### src/rtl/isot_pkg.sv
`timescale 1ns / 1ps

package isot_pkg;

    localparam int unsigned NUM_BINS = 256;
    localparam int unsigned BIN_W = 8;
    localparam int unsigned FRAC_W = 8;
    localparam int unsigned Q_W = 16;
    localparam int unsigned ITER_W = 16;
    localparam int unsigned CNT_OUT_W = 17;
    localparam int unsigned DIV_STEPS = 16;
    localparam int unsigned STEP_W = $clog2(DIV_STEPS);

    localparam logic [ITER_W-1:0] MAX_ITER_RESET = 16'd1000;
    localparam logic [BIN_W-1:0] INIT_THR_RESET = 8'd128;

    localparam int unsigned APB_ADDR_W = 3;
    localparam int unsigned APB_DATA_W = 32;

    localparam logic REG_MAX_ITER = 1'b0;
    localparam logic REG_INIT_THR = 1'b1;

    typedef struct packed {
        logic [BIN_W-1:0] pixel;
        logic             last_pixel;
    } pixel_req_t;

    typedef struct packed {
        logic [Q_W-1:0]       threshold_q8;
        logic [CNT_OUT_W-1:0] left_count;
        logic [CNT_OUT_W-1:0] right_count;
        logic [ITER_W-1:0]    passes_used;
        logic                 converged;
    } result_t;

    typedef struct packed {
        logic [BIN_W-1:0] pixel;
        logic             counted;
        logic             last;
    } queue_entry_t;

    typedef struct packed {
        logic [ITER_W-1:0] max_iter;
        logic [BIN_W-1:0]  init_thr;
    } cfg_t;

endpackage

### src/rtl/isot_front.sv
`timescale 1ns / 1ps

module isot_front #(
    parameter int unsigned MAX_PIXELS = 65536
) (
    input  logic                   clk,
    input  logic                   rst_n,
    input  logic                   px_valid,
    output logic                   px_ready,
    input  isot_pkg::pixel_req_t   px,
    input  logic                   hold,
    output logic                   q_valid,
    input  logic                   q_ready,
    output isot_pkg::queue_entry_t q_entry
);
    import isot_pkg::*;

    localparam int unsigned PW = $clog2(MAX_PIXELS + 1);
    localparam logic [PW-1:0] MAX_CNT = PW'(MAX_PIXELS);
    localparam logic [PW-1:0] CNT_ONE = PW'(1);
    localparam int unsigned DEPTH = 2;
    localparam int unsigned PTR_W = $clog2(DEPTH);
    localparam int unsigned FILL_W = $clog2(DEPTH + 1);
    localparam logic [PTR_W-1:0] PTR_ONE = PTR_W'(1);
    localparam logic [FILL_W-1:0] FILL_ONE = FILL_W'(1);
    localparam logic [FILL_W-1:0] FILL_FULL = FILL_W'(DEPTH);

    queue_entry_t      fifo_q [DEPTH];
    queue_entry_t      new_entry;
    logic [PTR_W-1:0]  wr_ptr_reg, wr_ptr_next;
    logic [PTR_W-1:0]  rd_ptr_reg, rd_ptr_next;
    logic [FILL_W-1:0] fill_reg, fill_next;
    logic [PW-1:0]     count_reg, count_next;
    logic              push;
    logic              pop;

    assign px_ready = (fill_reg != FILL_FULL) && !hold;
    assign push     = px_valid && px_ready;
    assign q_valid  = (fill_reg != '0);
    assign pop      = q_valid && q_ready;
    assign q_entry  = fifo_q[rd_ptr_reg];

    // pixels past the image limit still travel, but are not counted
    always_comb
    begin
        new_entry.pixel   = px.pixel;
        new_entry.counted = (count_reg < MAX_CNT);
        new_entry.last    = px.last_pixel;
    end

    always_comb
    begin
        count_next  = count_reg;
        wr_ptr_next = wr_ptr_reg;
        rd_ptr_next = rd_ptr_reg;
        fill_next   = fill_reg;
        if (push)
        begin
            wr_ptr_next = wr_ptr_reg + PTR_ONE;
            if (px.last_pixel)
            begin
                count_next = '0;
            end
            else if (new_entry.counted)
            begin
                count_next = count_reg + CNT_ONE;
            end
        end
        if (pop)
        begin
            rd_ptr_next = rd_ptr_reg + PTR_ONE;
        end
        unique case ({push, pop})
            2'b10:   fill_next = fill_reg + FILL_ONE;
            2'b01:   fill_next = fill_reg - FILL_ONE;
            default: fill_next = fill_reg;
        endcase
    end

    always_ff @(posedge clk)
    begin
        if (push)
        begin
            fifo_q[wr_ptr_reg] <= new_entry;
        end
    end

    always_ff @(posedge clk or negedge rst_n)
    begin
        if (!rst_n)
        begin
            count_reg  <= '0;
            wr_ptr_reg <= '0;
            rd_ptr_reg <= '0;
            fill_reg   <= '0;
        end
        else
        begin
            count_reg  <= count_next;
            wr_ptr_reg <= wr_ptr_next;
            rd_ptr_reg <= rd_ptr_next;
            fill_reg   <= fill_next;
        end
    end

endmodule

### config.mk
export PLATFORM = sky130hd
export DESIGN_NAME = isot_front
export DESIGN_NICKNAME = d
export VERILOG_FILES = /design/src/rtl/isot_pkg.sv /design/src/rtl/isot_front.sv
export SDC_FILE = /design/constraint.sdc
export NUM_CORES = 1
export LEC_CHECK = 0
export ABC_AREA = 1
export BUFFER_PORTS_ARGS = -buffer_cell sky130_fd_sc_hd__buf_2
export CAP_MARGIN = 10
export CORE_ASPECT_RATIO = 0.8
export CORE_MARGIN = 3
export CORE_UTILIZATION = 50
export CTS_CLUSTER_SIZE = 40
export DETAILED_ROUTE_END_ITERATION = 12
export GPL_TIMING_DRIVEN = 0
export HOLD_SLACK_MARGIN = 0.06
export PLACE_DENSITY_LB_ADDON = 0.3
export SLEW_MARGIN = 5
export SYNTH_ARGS = -nofsm -noshare
export SYNTH_HDL_FRONTEND = slang
export SYNTH_SLANG_ARGS = --single-unit
### constraint.sdc
create_clock -name clk -period 1.42 [get_ports clk]
set_input_delay 0.071 -clock clk [delete_from_list [all_inputs] [get_ports clk]]
set_output_delay 0.071 -clock clk [all_outputs]
set_load 0.05 [all_outputs]
==> results of run 1 <==
==> per-stage QoR <==
stage	power (mW)	setup slack, ps	hold WS (ps)	instance area [µm²]
5_1_grt	4.40	-50.6	258	2520
2_1_floorplan	2.74	-101	-225	1960
3_5_place_dp	3.08	-412	66.3	2140
3_3_place_gp	3.04	-369	65.4	2140
6_report	4.17	9.51	236	2520
4_1_cts	3.91	-102	182	2370
==> metal layers <==
metal	share of wire (%)	routed length (µm)
met4	1.1	46
met2	48	1920
met1	47	1890
met5	0	0
met3	3.8	151
==> cells in the final DEF (no fill, tap or decap), drive strengths merged <==
cell type / count
nand2: 73
nor2: 37
buf: 26
dfrtp: 21
edfxtp: 20
inv: 20
clkbuf: 17
nand3: 16
a21oi: 14
dlygate4sd3: 11
xor2: 3
o21ai: 3
ha: 2
clkinv: 2
xnor2: 1
nand4: 1
a21boi: 1
==> tightest hold or removal path: cells and delay by family <==
family,cells,cell delay (ps)
simple gates,3,290
buf+inv,1,120
==> cell families after synthesis <==
logic type                 Yosys count  synth area share [%]
and+or+nand+nor                    127                  27.2
DFF                                 41                  58.8
buffers and inverters               26                  6.01
AOI/OAI and AO/OA                   18                  4.83
xor gates and xnor gates             4                  1.83
adders and majority gates            2                  1.31
==> power by group through the flow <==
stage	Clock (mW)	Combinational [mW]	Sequential [mW]
after global routing	0.829	2.00	1.57
after global placement	0	1.50	1.55
final	0.756	1.86	1.56
after CTS	0.778	1.60	1.53
after detailed placement	0	1.53	1.56
after floorplan	0	1.21	1.53
==> final cells by class <==
cell class | instances | area, µm²
fillers | 253 | 1020
plain buffers | 5 | 50.0
clock buffers | 6 | 82.6
multi-input cells | 151 | 798
flip-flops and latches | 41 | 1130
clock inverters | 2 | 8.76
repair buffers | 43 | 325
inverters | 20 | 80.1
well taps | 42 | 52.6
==> how the worst max path moves through the flow <==
stage / startpoint / endpoint / slack (ps) / cells after the start
final: fill_reg[1] / fill_reg[1] / 10 / 6
after global routing: fill_reg[1] / fill_reg[1] / -50 / 6
after CTS: fill_reg[1] / fill_reg[1] / -100 / 6
after detailed placement: fill_reg[0] / fifo_q[1][6] / -410 / 4
after global placement: fill_reg[0] / fifo_q[0][2] / -370 / 4
after floorplan: fill_reg[0] / fifo_q[1][0] / -100 / 4
==> repair_timing <==
item	4_1_cts	5_1_grt
setup buffers	1	4
endpoints found under the setup margin	36	33
pin swaps	1	5
cloned	0	2
gates resized for setup	9	30
hold buffers	11	0
hold endpoints to repair	40	0
==> metrics.cfg, run 1 <==
[outcome]
status=complete, no violations

[timing]
fin_setup_tns_ps=0
slew_headroom_pct=67.3
worst_slew_pin_slew_ps=490
rsz0062_at_grt=true
skew_ps=3.07
hold_violations=0
drv_slew=0
setup_violations=0
fin_crit_ps=1410
min_period_over_period_pct=99.3
max_freq_mhz=709

[grt]
overflow=0
grt_start_max_net_pins=22
track_usage_pct=18.9
grt_pass1_vias=1504
grtUsageMet3_pct=4.89
grtUsageMet2_pct=33.4
grt_busiest_layer=met2
grt_first_pass_wirelength_um=6460
grtUsageMet1_pct=24.0
antenna_found_initial=0

[job]
drv_cap=0

[floorplan]
rows=19
io_pins=26
fp.dieH_um=61.4
die_area_um2=4610
initial_core_util_pct=54.1
die_w_um=75.2
coreArea_um2=3540

[yosys]
synth-seq-cells=41
synth_cell_types=20
yosysWarnings=0
synth_common_cells=nand2_1, nor2_1, dfrtp_1
synth_area_um2=1920
synth_area_leaders=edfxtp_1, dfrtp_1, nand2_1
synth_area_per_cell_um2=8.79
synth_edf_count=20
synth_flop_cell=dfrtp_1
async_flop_share_pct=51.2
syn-num-nets=234
yosysMostFrequentCell=nand2_1
netlist_instances=218
ys_seq_area_share_pct=58.8
synth_top_cell_area_share_pct=31.4
yosys.area.top_type=edfxtp_1

[cells_and_area]
utilization_pct=71.3
final_cells=310
drive_gt1_share_pct=26.1
largest_reg_flops=20
antenna_cells=0
area_growth_pct=31.8
fin_nets=283

[pwr]
p_per_area_nw_per_um2=1650
p_sw_mw=1.74
internal-power_mw=2.43
p_seq_share_pct=37.4
ir_drop_uv=1460
switching_share_pct=41.7
p_clk_share_pct=18.1
comb_power_share_pct=44.5
p_leak_nw=1.16

[placement]
place.gp.congestion=0.842
port_buffers=25
placed_cells=285
place_hpwl_um=2610

[worst_setup_path]
reg2regPathDepth=6
critPathLaunchType=flop
end_kind=flop
worstSetupPathType=flop to flop
slowest_delay_ps=450
rrSetupSlack_ps=10
cp_max_fo=7
regToRegStartpoint=fill_reg[1]
cp_data_arrival_time_ps=1580
crit_required_ps=1590
path_cells=nand2_4, nand3_4, ha_4, a21oi_2, o21ai_2, xor2_1
critPathBufInv=0
path_delay_family=flip-flops
timing.rr.end=fill_reg[1]
critPathSlowestCell=dfrtp_2

[routing]
wl_um=4010
drcViolationCount=0
avgRoutedWirePerCell_um=12.9
ant_nets=0
drt_iter0_drc=98
vias=1579
dr.pass1.iters=5
viasPerCell=5.09

[worst_hold_path]
hold_depth=4
min_to=count_reg[7]
hold_start=px_valid
hold_path_class=input pin to flop

[clocking]
cts_sinks=41
cts_buffer_depth=2
clk_pin_slew_worst_paths_ps=70
tritoncts=yes
cts-root-buf=clkbuf_8
cts_buffers=5
cts-htree-levels=2
clk_latency_ps=280

(Power assumes the default switching activity.)
==> run 2: changes to the inputs <==
--- a/config.mk
+++ b/config.mk
@@ -15,7 +15,7 @@
 export DETAILED_ROUTE_END_ITERATION = 12
 export GPL_TIMING_DRIVEN = 0
 export HOLD_SLACK_MARGIN = 0.06
-export PLACE_DENSITY_LB_ADDON = 0.3
+export PLACE_DENSITY = 0.81
 export SLEW_MARGIN = 5
 export SYNTH_ARGS = -nofsm -noshare
 export SYNTH_HDL_FRONTEND = slang
==> run 2 against run 1 <==
The flow now finishes with violations (negative setup slack). Largest cell class unchanged. Clock power increased by 20%. Total power increased by 8.6%. Largest power group unchanged. Routed wire length increased by 22%.
==> metrics.cfg, run 2 (synthesized netlist as in run 1, its figures left out) <==
[timing]
drv_slew=0  ; unchanged
fin_setup_tns_ps=-1230  ; -1230 ps
hold_violations=0  ; unchanged
fin_ws_ps=-95.5  ; -105 ps
setup_violations=32  ; +32
slew_headroom_pct=63.0  ; -4.3 points
fin_crit_ps=1520  ; +105 ps
skew_ps=5.19  ; +2.13 ps
worst_slew_pin_slew_ps=554  ; +63.8 ps
rsz0062_at_grt=true
max_freq_mhz=660  ; -6.9%
timing.hold.ws_ps=230  ; -6.19 ps
min_period_over_period_pct=107  ; +7.4 points

[clocking]
cts_buffer_depth=2  ; unchanged
cts_buffers=5  ; unchanged
tritoncts=yes
cts-htree-levels=2  ; unchanged
cts-root-buf=clkbuf_8
clk_pin_slew_worst_paths_ps=80  ; about the same
cts_sinks=41  ; unchanged
clk_latency_ps=290  ; about the same

[outcome]
violations=negative setup slack
status=finished, violations left

[cells_and_area]
multi_input_area_um2=818  ; +2.5%
utilization_pct=75.2  ; +3.9 points
final_cell_mix=nand2_1, nor2_1, dfrtp_1, edfxtp_1, inv_1
largest_reg_flops=20  ; unchanged
ff_latch_area_um2=1130  ; unchanged
n_fill_cell=216  ; -15%
layout_commonest_cell=nand2_1
fin_area_um2=2660  ; +5.5%
area_growth_pct=39.0
fin_nets=291  ; +2.8%
drive_gt1_share_pct=31.5  ; +5.4 points
antenna_cells=0  ; unchanged
final_cells=318  ; +2.6%

[placement]
place_hpwl_um=2690  ; +3.1%
port_buffers=25  ; unchanged
place.gp.congestion=0.901  ; +7.0%
placed_cells=285  ; unchanged
dp_slack_ps=-392  ; +19.6 ps
place_area_um2=2140  ; unchanged

[grt]
antenna_found_initial=0  ; unchanged
grt_start_max_net_pins=22  ; unchanged
track_usage_pct=19.1  ; +0.19 points
grt_first_pass_wirelength_um=6440  ; -0.22%
grt_pass1_vias=1486  ; -1.2%
overflow=0  ; unchanged

[worst_setup_path]
regToRegStartpoint=fill_reg[0]
critPathBufInv=4  ; +4
rrSetupSlack_ps=-100  ; -110 ps
end_kind=flop
timing.rr.end=count_reg[4]
path_cells=inv_4, nand2_4, nand3_4, buf_6, nor2_4, buf_8, buf_8, a21oi_1, nor2_1
cp_max_fo=9  ; +2
worstSetupStartpoint=fill_reg[0]
critPathSlowestCell=dfrtp_1
path_delay_family=buffers and inverters
cp_data_arrival_time_ps=1690  ; +110 ps
crit_required_ps=1590  ; about the same
critPathLaunchType=flop
critPathCapture=count_reg[4]
worst-path-stages=9  ; +3
slowest_delay_ps=410  ; -40 ps
worstSetupPathType=flop to flop
critPathMostFrequentCell=buf_8
reg2regPathDepth=9  ; +3

[routing]
viasPerCell=5.36  ; +5.2%
avgRoutedWirePerCell_um=15.3  ; +19%
ant_nets=0  ; unchanged
drcViolationCount=0  ; unchanged
vias=1704  ; +7.9%
dr.pass1.iters=4  ; -1
drt_iter0_drc=217  ; +120%
wl_um=4880  ; +22%

[pwr]
total_power_mw=4.53  ; +8.6%
p_leak_nw=1.21  ; +4.5%
p_per_area_nw_per_um2=1700  ; +3.0%
ir_drop_uv=1240  ; -15%

[floorplan]
coreArea_um2=3540  ; unchanged
rows=19  ; unchanged
die_w_um=75.2  ; unchanged
die_area_um2=4610  ; unchanged
io_pins=26  ; unchanged
fp.dieH_um=61.4  ; unchanged
initial_core_util_pct=54.1  ; unchanged

[worst_hold_path]
hold_path_class=input pin to flop

[job]
drv_cap=0  ; unchanged

[run 2: layer usage]
layer / share of wire, % / track usage (%) / vias to the layer above
li1: - / - / 803
met1: 41 / 23.5 / 802
met2: 50 / 32.5 / 87
met3: 7.4 / 5.22 / 12
met4: 2.2 / 7.48 / 0
met5: 0 / 0 / -
[run 2: worst min-delay path by stage]
| stage | from | endpoint | slack [ps] | cells past startpoint |
|---|---|---|---|---|
| 6_report | px_valid | count_reg[6] | 230 | 4 |
| 5_1_grt | px_valid | count_reg[6] | 260 | 4 |
| 4_1_cts | px_valid | wr_ptr_reg | 200 | 3 |
| 3_5_place_dp | rst_n | count_reg[11] | 70 | 1 |
| 3_3_place_gp | rst_n | count_reg[9] | 60 | 1 |
| 2_1_floorplan | rst_n | count_reg[0] | -220 | 0 |
[run 2: area by class of cell]
class,instances,area share [%]
inverter,20,3.05
clock inverter,2,1.27
clock buffer,6,2.73
multi-input combinational,151,30.7
sequential,41,42.3
buffer,5,2.11
tap,42,1.97
timing repair buffer,50,15.5
timing repair inverter,1,0.282
[run 2: repair_timing]
action                                  CTS  global route
hold buffers                             11             0
endpoints found under the hold margin    40             0
endpoints found under the setup margin   39            44
buffers inserted                          2            11
resized for setup                         7            51
gates cloned                              0             2
pin swaps                                 0             5
[run 2: worst min-delay path: stages]
cell and delay (ps):
buf_2 120, nand3_2 150, nand2_1 100, nor2_1 40
[run 2: power by group]
| group | internal (mW) | leakage (nW) | switching [mW] |
|---|---|---|---|
| Combinational | 0.736 | 0.699 | 1.31 |
| Sequential | 1.43 | 0.459 | 0.144 |
| Clock | 0.519 | 0.0528 | 0.390 |
